`config.mk`:
```
export PLATFORM = sky130hd
export DESIGN_NAME = rotary_encoder_button_event_decoder_top
export DESIGN_NICKNAME = d
export VERILOG_FILES = /design/src/rtl/core/rebd_pkg.sv /design/src/rtl/core/rebd_in_stage.sv /design/src/rtl/core/rebd_event_core.sv /design/src/rtl/core/rebd_out_stage.sv /design/src/rtl/core/rotary_encoder_button_event_decoder_top.sv
export SDC_FILE = /design/constraint.sdc
export NUM_CORES = 1
export LEC_CHECK = 0
export BUFFER_PORTS_ARGS = -buffer_cell sky130_fd_sc_hd__buf_2
export CAP_MARGIN = 10
export CORE_MARGIN = 2
export CORE_UTILIZATION = 60
export DETAILED_ROUTE_END_ITERATION = 7
export PLACE_DENSITY = 0.82
export SLEW_MARGIN = 0
export SYNTH_ARGS = -nofsm -noshare
export SYNTH_HDL_FRONTEND = slang
export SYNTH_SLANG_ARGS = --single-unit
export TNS_END_PERCENT = 100
```
`constraint.sdc`:
```
create_clock -name clk -period 8.5 [get_ports clk]
set_input_delay 1.275 -clock clk [delete_from_list [all_inputs] [get_ports clk]]
set_output_delay 1.275 -clock clk [all_outputs]
set_load 0.02 [all_outputs]
```
`src/rtl/core/rebd_pkg.sv`:
```
// ----------------------------------------------------------------------------
// Rotary encoder button event decoder package
// Shared types, event codes and the encoder transition table.
// ----------------------------------------------------------------------------
`timescale 1ns / 1ps

package rebd_pkg;

	localparam int unsigned TDATA_W = 8;
	localparam int unsigned CNT_W   = 16;

	localparam logic [CNT_W-1:0] HOLD_TICKS_RESET = 16'd15000;
	localparam logic [CNT_W-1:0] CNT_MAX          = 16'hFFFF;

	typedef enum logic [2:0] {
		EV_NONE  = 3'd0,
		EV_LEFT  = 3'd1,
		EV_RIGHT = 3'd2,
		EV_PRESS = 3'd3,
		EV_HOLD  = 3'd4
	} event_t;

	// Packed so that a_now sits in bit 0, as on the input stream.
	typedef struct packed {
		logic button_now;
		logic b_before;
		logic a_before;
		logic b_now;
		logic a_now;
	} sample_t;

	// Indexed by {a_now, b_now, a_before, b_before}.
	function automatic event_t move_decode(input logic [3:0] sel);
		event_t ev;
		unique case (sel)
			4'd2, 4'd4, 4'd11, 4'd13: ev = EV_RIGHT;
			4'd3, 4'd7, 4'd8, 4'd14:  ev = EV_LEFT;
			default:                  ev = EV_NONE;
		endcase
		return ev;
	endfunction

endpackage

```
`src/rtl/core/rebd_in_stage.sv`:
```
// ----------------------------------------------------------------------------
// Rotary encoder button event decoder input stage
// Registers one input sample and releases it when the event stage advances.
// ----------------------------------------------------------------------------
`timescale 1ns / 1ps

module rebd_in_stage (
	input  logic                        clk,
	input  logic                        arst_n,
	input  logic                        s_tvalid,
	output logic                        s_tready,
	input  logic [rebd_pkg::TDATA_W-1:0] s_tdata,
	input  logic                        advance,
	output logic                        valid_s1,
	output rebd_pkg::sample_t           sample_s1
);

	assign s_tready = !valid_s1 || advance;

	always_ff @(posedge clk or negedge arst_n) begin
		if (!arst_n) begin
			valid_s1 <= 1'b0;
		end else if (s_tready) begin
			valid_s1 <= s_tvalid;
		end
	end

	always_ff @(posedge clk) begin
		if (s_tvalid && s_tready) begin
			sample_s1 <= rebd_pkg::sample_t'(s_tdata[4:0]);
		end
	end

endmodule

```
`src/rtl/core/rebd_event_core.sv`:
```
// ----------------------------------------------------------------------------
// Rotary encoder button event decoder core
// Decodes movement, tracks the button level and the hold counter.
// ----------------------------------------------------------------------------
`timescale 1ns / 1ps

module rebd_event_core (
	input  logic                          clk,
	input  logic                          arst_n,
	input  logic                          cfg_wr_en,
	input  logic [rebd_pkg::CNT_W-1:0]    cfg_wr_data,
	input  logic                          advance,
	input  rebd_pkg::sample_t             sample_s1,
	output rebd_pkg::event_t              event_d
);

	logic [rebd_pkg::CNT_W-1:0] hold_ticks_q;
	logic                       button_last_q;
	logic [rebd_pkg::CNT_W-1:0] low_cnt_q;
	logic                       hold_armed_q;

	logic                       button_last_d;
	logic [rebd_pkg::CNT_W-1:0] low_cnt_d;
	logic [rebd_pkg::CNT_W-1:0] cnt_step;
	logic                       hold_armed_d;

	always_comb begin
		event_d       = rebd_pkg::move_decode({sample_s1.a_now, sample_s1.b_now,
			sample_s1.a_before, sample_s1.b_before});
		button_last_d = button_last_q;
		low_cnt_d     = low_cnt_q;
		hold_armed_d  = hold_armed_q;
		cnt_step      = '0;
		if (sample_s1.button_now != button_last_q) begin
			hold_armed_d  = 1'b1;
			button_last_d = sample_s1.button_now;
			event_d       = sample_s1.button_now ? rebd_pkg::EV_PRESS : rebd_pkg::EV_NONE;
		end else begin
			if (!sample_s1.button_now) begin
				cnt_step = (low_cnt_q == rebd_pkg::CNT_MAX) ? low_cnt_q
					: low_cnt_q + 1'b1;
			end
			low_cnt_d = cnt_step;
			if (cnt_step == hold_ticks_q && hold_armed_q) begin
				event_d      = rebd_pkg::EV_HOLD;
				hold_armed_d = 1'b0;
				low_cnt_d    = '0;
			end
		end
	end

	always_ff @(posedge clk or negedge arst_n) begin
		if (!arst_n) begin
			hold_ticks_q  <= rebd_pkg::HOLD_TICKS_RESET;
			button_last_q <= 1'b0;
			low_cnt_q     <= '0;
			hold_armed_q  <= 1'b1;
		end else begin
			if (cfg_wr_en) begin
				hold_ticks_q <= cfg_wr_data;
			end
			if (advance) begin
				button_last_q <= button_last_d;
				low_cnt_q     <= low_cnt_d;
				hold_armed_q  <= hold_armed_d;
			end
		end
	end

endmodule

```
`src/rtl/core/rebd_out_stage.sv`:
```
// ----------------------------------------------------------------------------
// Rotary encoder button event decoder output stage
// Holds one result until the downstream side takes it.
// ----------------------------------------------------------------------------
`timescale 1ns / 1ps

module rebd_out_stage (
	input  logic                         clk,
	input  logic                         arst_n,
	input  logic                         valid_s1,
	input  rebd_pkg::event_t             event_d,
	output logic                         advance,
	output logic                         m_tvalid,
	input  logic                         m_tready,
	output logic [rebd_pkg::TDATA_W-1:0] m_tdata
);

	logic             valid_s2;
	rebd_pkg::event_t event_s2;

	assign advance  = valid_s1 && (!valid_s2 || m_tready);
	assign m_tvalid = valid_s2;
	assign m_tdata  = {{(rebd_pkg::TDATA_W-3){1'b0}}, event_s2};

	always_ff @(posedge clk or negedge arst_n) begin
		if (!arst_n) begin
			valid_s2 <= 1'b0;
		end else if (!valid_s2 || m_tready) begin
			valid_s2 <= valid_s1;
		end
	end

	always_ff @(posedge clk) begin
		if (advance) begin
			event_s2 <= event_d;
		end
	end

endmodule

```
`src/rtl/core/rotary_encoder_button_event_decoder_top.sv`:
```
// ----------------------------------------------------------------------------
// Rotary encoder button event decoder
// Turns encoder and push-button samples into left, right, press and hold.
// ----------------------------------------------------------------------------
// Usage:
// Each transaction on the slave stream is one sample tick; each one yields
// exactly one transaction on the master stream carrying the event code
// (none, left, right, press or hold), in the same order.
// A sample is registered on entry, decoded against the button state and the
// hold counter while it sits in the input register, and the result is
// registered on exit.
// Throughput is one sample per cycle while the receiver keeps m_tready high;
// the button and counter state are updated once per sample.
// cfg_wr_en writes the hold threshold in ticks; it should be written only
// while no sample is in flight.
// Reset clears both stages, sets the threshold to 15000, the remembered
// button level to low, the counter to zero and arms hold detection.
// When the receiver stalls, the result is held and one further sample is
// still accepted into the input register before s_tready falls.
// ----------------------------------------------------------------------------
`timescale 1ns / 1ps

module rotary_encoder_button_event_decoder_top (
	input  logic        clk,
	input  logic        arst_n,
	input  logic        cfg_wr_en,
	input  logic [15:0] cfg_wr_data,
	input  logic        s_tvalid,
	output logic        s_tready,
	input  logic [7:0]  s_tdata,  // 3'b0, button_now, b_before, a_before, b_now, a_now
	output logic        m_tvalid,
	input  logic        m_tready,
	output logic [7:0]  m_tdata   // 5'b0, event_code[2:0]
);

	logic              advance;
	logic              valid_s1;
	rebd_pkg::sample_t sample_s1;
	rebd_pkg::event_t  event_d;

	rebd_in_stage u_in (
		.clk       (clk),
		.arst_n    (arst_n),
		.s_tvalid  (s_tvalid),
		.s_tready  (s_tready),
		.s_tdata   (s_tdata),
		.advance   (advance),
		.valid_s1  (valid_s1),
		.sample_s1 (sample_s1)
	);

	rebd_event_core u_core (
		.clk         (clk),
		.arst_n      (arst_n),
		.cfg_wr_en   (cfg_wr_en),
		.cfg_wr_data (cfg_wr_data),
		.advance     (advance),
		.sample_s1   (sample_s1),
		.event_d     (event_d)
	);

	rebd_out_stage u_out (
		.clk      (clk),
		.arst_n   (arst_n),
		.valid_s1 (valid_s1),
		.event_d  (event_d),
		.advance  (advance),
		.m_tvalid (m_tvalid),
		.m_tready (m_tready),
		.m_tdata  (m_tdata)
	);

endmodule

```
# Word-level counts from Yosys, hierarchy flattened
# Memories as Yosys holds them, arrays and structs flattened. A register that Yosys moved wholly into a read port is not among the register bits.
# Index checks and enable logic that the tools add are counted.
[word_totals] register_bits=44 latch_bits=0 ramBits=0 romBits=32 input_bits=29 out_inout_bits=10 word_cells=39 mem_count=1
[classes] add_sub_neg=1 mul=0 div=0 n_lt_le_gt_ge=0 eq_ne=3 shifts=0 n_mux=10 bitwise_logic=1 n_reduce_logical=11
[memory_table] memory="(name not given)" depth=16 word_bits=2 read_ports=1 rd_ports_with_merged_regs=1 write_ports=0 line="rebd_pkg.sv:35" rtl="unique case (sel)"
[ops] operator="2-to-1 mux 16 bit" count=4
[ops] operator="adder 16 x 1 -> 16 bit, second input constant" count=1
[ops] operator="equality test 16 bit" count=1
[ops] operator="equality test 16 bit, second input constant" count=1
[ops] operator="2-to-1 mux 3 bit" count=2
[ops] operator="AND reduction 2 bit" count=3
[ops] operator="2-to-1 mux 4 bit" count=1
[ops] operator="logical AND 1 bit" count=3
[ops] operator="zero test 1 bit" count=2
[ops] operator="logical OR 1 bit" count=2
[ops] operator="2-to-1 mux 1 bit" count=2
[ops] operator="2-to-1 mux 2 bit" count=1
[ops] operator="nonzero test 2 bit" count=1
[ops] operator="!= test 1 bit" count=1
[ops] operator="inverter 1 bit" count=1

# Logic depth before layout (Yosys ltp)
# Gate-level depths: netlist of the first run.
[depth] depth_word=8 mapped_depth=12 depth_no_buf=10

# Cells and area by module
# Synthesis of the first run repeated with hierarchy kept, for this count alone.
[hier_totals] cells_unflattened=319 area_unflattened_um2=3015.4
[modules_own_cells] module="rebd_event_core" n_inst=1 cells_per_inst=297 area_per_inst_um2=2636.3 seq_area_each_um2=860.8
[modules_own_cells] module="rebd_in_stage" n_inst=1 cells_per_inst=9 area_per_inst_um2=203.9 seq_area_each_um2=175.2
[modules_own_cells] module="rebd_out_stage" n_inst=1 cells_per_inst=13 area_per_inst_um2=175.2 seq_area_each_um2=115.1

# Worst setup path after synthesis of the first run
# No wires, ideal clock.
[synth_timing] kind="register -> register" from="register u_core.low_cnt_q[1] (netlist bit)" to="register u_out.event_s2[0], data pin" setup_time_ns=0.264 arrival_time_ns=2.666 t_required_ns=8.236 path_slack_ns=5.570 path_stages_with_launch=12 n_path_buf=1 period_less_slack_ns=2.930 path_cell_list="dfrtp_1 -> ha_1 -> nand4_2 -> nor4_1 -> buf_2 -> nor3_1 -> o21a_1 -> nand4b_1 -> nor4bb_1 -> nand4_1 -> o211ai_1 -> o21ai_0"
[synth_via] elab_chain_len=8 word_cells_on_any_way=9 cone_classes="add/sub: 1; eq/ne: 2; mux: 5; reduce/logical: 1"
[synth_rtl] item="from (decl)" line="rebd_event_core.sv:19" rtl="logic [rebd_pkg::CNT_W-1:0] low_cnt_q;"
[synth_rtl] item="from (signal assigned)" line="rebd_event_core.sv:64" rtl="low_cnt_q <= low_cnt_d;"
[synth_rtl] item="adder 16 x 1 -> 16 bit / equality test 16 bit (equally long branches)" line="rebd_event_core.sv:41, rebd_event_core.sv:40"
[synth_rtl] item="2-to-1 mux 16 bit *" line="rebd_event_core.sv:40" rtl="cnt_step = (low_cnt_q == rebd_pkg::CNT_MAX) ? low_cnt_q"
[synth_rtl] item="2-to-1 mux 16 bit *" line="rebd_event_core.sv:39" rtl="if (!sample_s1.button_now) begin"
[synth_rtl] item="2-to-1 mux 16 bit *" line="rebd_event_core.sv:34" rtl="if (sample_s1.button_now != button_last_q) begin"
[synth_rtl] item="equality test 16 bit *" line="rebd_event_core.sv:44" rtl="if (cnt_step == hold_ticks_q && hold_armed_q) begin"
[synth_rtl] item="logical AND 1 bit *" line="rebd_event_core.sv:44"
[synth_rtl] item="2-to-1 mux 3 bit *" line="rebd_event_core.sv:44"
[synth_rtl] item="2-to-1 mux 3 bit *" line="rebd_event_core.sv:34"
[synth_rtl] item="net event_d[0]" line="rotary_encoder_button_event_decoder_top.sv:39" rtl="rebd_pkg::event_t event_d;"
[synth_rtl] item="to (signal assigned)" line="rebd_out_stage.sv:35" rtl="event_s2 <= event_d;"
[synth_rtl] item="to (decl)" line="rebd_out_stage.sv:19" rtl="rebd_pkg::event_t event_s2;"
# Mark *: on every way through the listed nets, which the timed path passes. The rest lies on a longest branch. The select of a mux whose other input is x is not followed.
# A chain may end at the register's enable or synchronous reset.

# Worst setup path in the final report of the first run
[layout_timing] from="register u_core.low_cnt_q[0] (netlist bit)" to="register u_core.low_cnt_q[15] (netlist bit)"
[layout_via] elab_chain_len=7 word_cells_on_any_way=8 cone_classes="add/sub: 1; eq/ne: 2; mux: 4; reduce/logical: 1"
[layout_rtl] item="adder 16 x 1 -> 16 bit / equality test 16 bit (equally long branches)" line="rebd_event_core.sv:41, rebd_event_core.sv:40"
[layout_rtl] item="2-to-1 mux 16 bit *" line="rebd_event_core.sv:40"
[layout_rtl] item="2-to-1 mux 16 bit *" line="rebd_event_core.sv:39"
[layout_rtl] item="2-to-1 mux 16 bit *" line="rebd_event_core.sv:34"
[layout_rtl] item="equality test 16 bit" line="rebd_event_core.sv:44"
[layout_rtl] item="logical AND 1 bit" line="rebd_event_core.sv:44"
[layout_rtl] item="2-to-1 mux 16 bit *" line="rebd_event_core.sv:44"
# Every way passes the cells marked *; elsewhere a longest branch is shown, timed or not. The select of a mux whose other input is x is not followed.

==> results of run 1 <==
layout by cell type (no fill, tap or decap), types with 4 or more instances in the layout:
| master | instances |
|---|---|
| nor4_1 | 9 |
| nor2b_1 | 5 |
| or3_1 | 5 |
| and2_1 | 5 |
| inv_1 | 12 |
| dfstp_2 | 8 |
| and4_1 | 5 |
| a21o_1 | 6 |
| a21oi_1 | 15 |
| nand2b_1 | 4 |
| clkbuf_8 | 5 |
| nand3_1 | 14 |
| xnor2_1 | 5 |
| dfrtp_1 | 28 |
| buf_2 | 30 |
| and3_1 | 5 |
| conb_1 | 5 |
| mux2_2 | 14 |
| nor3_1 | 17 |
| a31oi_1 | 4 |
| o211ai_1 | 5 |
| o21ai_0 | 18 |
| edfxtp_1 | 8 |
| nand4_1 | 15 |
| mux2i_1 | 7 |
| nor2_1 | 24 |
| nand2_1 | 27 |
worst max-delay path: stages (launching register included):
cell	delay [ns]
dfrtp_1	0.51
ha_1	0.33
nand4_2	0.30
nor4_1	0.81
buf_4	0.29
mux2i_1	0.41
o22a_1	0.20
nor2_1	0.05
nor4_1	0.36
nand4_1	0.34
a21oi_2	0.41
a221oi_1	0.10
power groups by stage:
stage / clock network (mW) / registers (mW) / logic, mW
after floorplan: 0 / 0.273 / 0.109
after global placement: 0 / 0.287 / 0.128
after detailed placement: 0 / 0.289 / 0.132
after CTS: 0.165 / 0.285 / 0.133
after global routing: 0.174 / 0.290 / 0.149
final: 0.163 / 0.285 / 0.136
worst paths after layout:
check                                    start                     end  slack (ns)
min                              u_in.valid_s1          u_out.m_tvalid        0.51
min in group asynchronous               arst_n     u_core.low_cnt_q[1]        1.05
max in group asynchronous               arst_n  u_core.hold_ticks_q[8]        6.94
max                        u_core.low_cnt_q[0]    u_core.low_cnt_q[15]        4.25
min reg2reg                      u_in.valid_s1          u_out.m_tvalid        0.51
max reg2reg                u_core.low_cnt_q[0]    u_core.low_cnt_q[15]        4.25
layer usage:
metal | GRT usage | up-vias | wire length [um]
met1 | 0.413 | 1404 | 3610
li1 | - | 1391 | -
met5 | 0 | - | 0
met2 | 0.443 | 211 | 3680
met4 | 0.102 | 0 | 283
met3 | 0.0506 | 37 | 790
logic make-up (layout without fill, tap and decap cells):
family,count (synthesis),count (layout),synth area share
compound gates,90,90,0.203
buf+inv,40,53,0.0599
flops,46,46,0.373
fa+ha+maj,1,1,0.00391
simple gates,153,153,0.266
other cells,1,5,0.00117
xor+xnor,8,8,0.0219
mux,21,21,0.0712
area by class of cell:
| type | count | share of cell area |
|---|---|---|
| clock buffer | 6 | 0.0211 |
| clock inverter | 2 | 0.0109 |
| inverter | 12 | 0.0131 |
| multi-input combinational | 278 | 0.532 |
| sequential | 46 | 0.347 |
| tap | 70 | 0.0255 |
| timing repair buffer | 33 | 0.0503 |
sequential cells by signal, summed over array words and instances (netlist names), named ones only:
name	cells
u_core.hold_ticks_q	16
u_core.hold_armed_q	1
u_out.event_s2	3
u_out.m_tvalid	1
u_core.low_cnt_q	16
u_core.button_last_q	1
u_in.valid_s1	1
u_in.sample_s1	5
per-stage QoR:
stage,cells,setup WS [ns],power [mW]
floorplan,364,5.57,0.382
global placement,439,4.48,0.415
detailed placement,439,4.50,0.421
CTS,447,4.45,0.583
global route,447,4.14,0.613
finish,447,4.25,0.584
==> results.toml, run 1 <==
[finish]
nFillCells = 433
fin_area_um2 = 3440
drive_gt1_frac = 0.210
fin_util = 0.668
synthToLayoutAreaGrowth_pct = 7.48
multiInputGateArea_um2 = 1830
layout.nets = 406
seq_area_um2 = 1190
antenna_cells = 0

[grt]
grt_pass1_wl_mm = 13.6
antenna_found_initial = 0
grt_pass1_vias = 2677
grt_max_degree = 37
grt_usage = 0.289
grt_overflow = 0

[timing]
timing.fmax_mhz = 235
rsz0062_at_grt = "no"
post-route-min-period_ns = 4.25
period_share = 0.500
tightest_slew_ns = 0.821
fin_skew_ns = 0.00695
whs_ns = 0.505
setup-violations-final = 0
finalSetupTns_ns = 0
hold_violations = 0
relSlewSlack = 0.447
drv_slew = 0

[clock_network]
clkLatencyLatePin_ns = 0.30
ctsRootBufferMaster = "clkbuf_8"
cts_num_sinks = 46
cts_tree = "yes"
clockBufferDepth = 2
cts_buffers = 5
cts_setup_buffers = 0
postCtsHoldBufs = 0
cts.repair.resized = 0
path_clk_slew_ns = 0.09
h-tree-depth = 2

[floorplan]
core.rowCount = 26
die_height_um = 77.0
io_pins = 39
dieWidth_um = 77.0
start_util = 0.622
fp.dieArea_um2 = 5930
coreArea_um2 = 5140

[setup_path]
required_ns = 8.67
path_max_fanout = 10
critPathLaunchType = "register"
arrival_ns = 4.42
crit_type = "reg -> reg"
endpoint_kind = "register"
reg2reg_depth = 11

[logic_synthesis]
synth_area_per_cell_um2 = 8.88
synthTopCellsByArea = "dfrtp_1 22%, edfxtp_1 7.5%, dfstp_2 6.6%"
synth_seq_cells = 46
yosys.area.top_type = "dfrtp_1"
synth.distinct_cells = 70
async_flop_share = 0.783
yosysMostFrequentCell = "dfrtp_1"
synth_edf_count = 8
ys.flop_type = "dfrtp_1"
synth_top_area_frac = 0.219
syn_area_um2 = 3200
ys_seq_area_frac = 0.373
yosysWarnings = 0
postSynthCellCount = 360
yosys-top-cells-count = "28 x dfrtp_1, 27 x nand2_1, 24 x nor2_1"

[power_and_ir_drop]
comb_power_share = 0.233
p_leak_nw = 1.35
ir_drop_v = 0.000123
seq_power_share = 0.488
switching_share = 0.331
internal_power_uw = 391
p_per_area_nw_per_um2 = 170
power_frac_clock = 0.278
switchingPower_uw = 193

[routing]
drt_iter0_drc = 479
viasPerCell = 6.81
ant_nets = 0
wirelength_mm = 8.36
wl_per_cell_um = 18.7
drc_errors = 0
dr.pass1.iters = 6
vias = 3043

[placed_design]
place_area_um2 = 3330
io_buffers = 30
gp_congestion = 0.997
hpwl_mm = 6.21

[hold_path]
hold_path_depth = 1
worstHoldPathType = "reg -> reg"

[run]
cap_violations = 0

[status]
status = "complete, no violations"
(Power assumes the default switching activity.)
==> run 2, diff against run 1 <==
--- a/config.mk
+++ b/config.mk
@@ -8,9 +8,9 @@
 export BUFFER_PORTS_ARGS = -buffer_cell sky130_fd_sc_hd__buf_2
 export CAP_MARGIN = 10
 export CORE_MARGIN = 2
-export CORE_UTILIZATION = 60
+export CORE_UTILIZATION = 53
 export DETAILED_ROUTE_END_ITERATION = 7
-export PLACE_DENSITY = 0.82
+export PLACE_DENSITY = 0.77
 export SLEW_MARGIN = 0
 export SYNTH_ARGS = -nofsm -noshare
 export SYNTH_HDL_FRONTEND = slang
==> constraint.sdc (replaced) <==
create_clock -name clk -period 3.9 [get_ports clk]
set_input_delay 0.585 -clock clk [delete_from_list [all_inputs] [get_ports clk]]
set_output_delay 0.585 -clock clk [all_outputs]
set_load 0.02 [all_outputs]
==> run 2 against run 1 <==
  * Worst hold slack lost 0.15 ns
  * Largest power group unchanged
  * Final cell count increased by 3.1%
  * Wire length grew 5.9%
  * Total power rose by 110%
==> results.toml, run 2 (synthesis gave the netlist of run 1 again) <==
[floorplan]
io_pins = 39
fp.dieArea_um2 = 6670
coreArea_um2 = 5890
start_util = 0.543
dieWidth_um = 81.7
die_height_um = 81.7
core.rowCount = 28

[power_and_ir_drop]
seq_power_share = 0.501
power_frac_clock = 0.247
p_leak_nw = 1.42
switching_share = 0.357
internal_power_uw = 796
switchingPower_uw = 442
p_per_area_nw_per_um2 = 352
ir_drop_v = 0.000230
comb_power_share = 0.252

[clock_network]
postCtsHoldBufs = 0
cts_tree = "yes"
cts_setup_buffers = 0
path_clk_slew_ns = 0.09
ctsRootBufferMaster = "clkbuf_8"
cts_num_sinks = 46
cts_buffers = 5
h-tree-depth = 2
cts.repair.resized = 0
clockBufferDepth = 2
clkLatencyLatePin_ns = 0.31

[grt]
antenna_found_initial = 0
grt_pass1_wl_mm = 14.1
grt_overflow = 0
grt_usage = 0.280
grt_max_degree = 37
grt_pass1_vias = 2647

[routing]
drc_errors = 0
wirelength_mm = 8.86
vias = 3082
drt_iter0_drc = 375
viasPerCell = 6.69
dr.pass1.iters = 6
ant_nets = 0
wl_per_cell_um = 19.2

[setup_path]
endpoint_kind = "register"
cp_num_buf_inv = 1
crit_type = "reg -> reg"
r2r_slack_ns = 0.25
required_ns = 4.08
path_max_fanout = 10
critPathLaunchType = "register"
critical_path.cell_chain = "ha_1 -> nand4_4 -> nor4_4 -> buf_4 -> mux2i_1 -> o22a_1 -> nor2_1 -> nor4_1 -> nand4_1 -> a21oi_2 -> nor3_1"
crit_path_max_incr_delay_ns = 0.47
path_delay_family = "simple AND/OR/NAND/NOR gates"
cp_slowest_cell = "dfrtp_1"
arrival_ns = 3.83

[placed_design]
gp_congestion = 0.977
hpwl_mm = 6.43
io_buffers = 30

[timing]
tightest_slew_ns = 0.826
setup-violations-final = 0
drv_slew = 0
timing.fmax_mhz = 274
hold_violations = 0
period_share = 0.936
whs_ns = 0.355
post-route-min-period_ns = 3.65
rsz0062_at_grt = "no"
relSlewSlack = 0.450
fin_skew_ns = 0.0117
finalSetupTns_ns = 0

[finish]
antenna_cells = 0
drive_gt1_frac = 0.233
final_common_cell = "buf_2"
top_regs = "u_core.hold_ticks_q x16, u_core.low_cnt_q x16, u_in.sample_s1 x5"
final_cell_mix = "30 x buf_2, 28 x dfrtp_1, 27 x nand2_1"
synthToLayoutAreaGrowth_pct = 10.1
layout.nets = 415

[hold_path]
worstHoldPathType = "in -> async"

[status]
status = "complete, no violations"

[run]
cap_violations = 0
[run 2: path summary, 6_finish.rpt]
kind                                     start              endpoint  cells after the start
hold reg to reg                  u_in.valid_s1        u_out.m_tvalid                      1
max in group asynchronous               arst_n   u_core.low_cnt_q[6]                      1
setup reg to reg           u_core.low_cnt_q[1]  u_core.low_cnt_q[10]                     11
setup / recovery           u_core.low_cnt_q[1]  u_core.low_cnt_q[10]                     11
min in group clk                    s_tdata[4]     u_in.sample_s1[4]                      1
hold / removal                          arst_n  u_core.low_cnt_q[14]                      1
[run 2: worst register-to-register path, cell delays in order, from the launching register on]
cell     delay [ns]
dfrtp_1        0.47
ha_1           0.35
nand4_4        0.26
nor4_4         0.42
buf_4          0.18
mux2i_1        0.37
o22a_1         0.19
nor2_1         0.05
nor4_1         0.39
nand4_1        0.34
a21oi_2        0.40
nor3_1         0.11
[run 2: area by class of cell]
cell class | instances | area (um2)
repair buffers | 42 | 240
inverters | 12 | 45.0
flip-flops and latches | 46 | 1190
clock buffers | 5 | 68.8
fillers | 527 | 2370
multi-input cells | 278 | 1860
well taps | 75 | 93.8
clock inverters | 3 | 18.8
[run 2: metrics by stage]
stage                     cells  setup WS, ns  area [um2]   util  power (mW)
after global placement      453         0.280        3400  0.578       0.921
after floorplan             364         0.970        3210      -       0.833
after detailed placement    453         0.277        3400  0.578       0.929
after CTS                   461         0.252        3490  0.592        1.23
final                       461         0.250        3520  0.598        1.24
after global routing        461        0.0783        3520  0.598        1.30
[run 2: metal layers]
metal,GRT usage,vias to the layer above,routed length [um]
met5,0,-,0
met1,0.408,1457,3860
met2,0.415,181,3960
met4,0.0817,0,193
li1,-,1415,-
met3,0.0659,29,840
[run 2: power groups by stage]
stage / Combinational, mW / Clock, mW / Sequential, mW
after floorplan: 0.238 / 0 / 0.594
after detailed placement: 0.306 / 0 / 0.623
after CTS: 0.307 / 0.312 / 0.614
final: 0.312 / 0.306 / 0.620
after global placement: 0.300 / 0 / 0.622
after global routing: 0.344 / 0.325 / 0.627
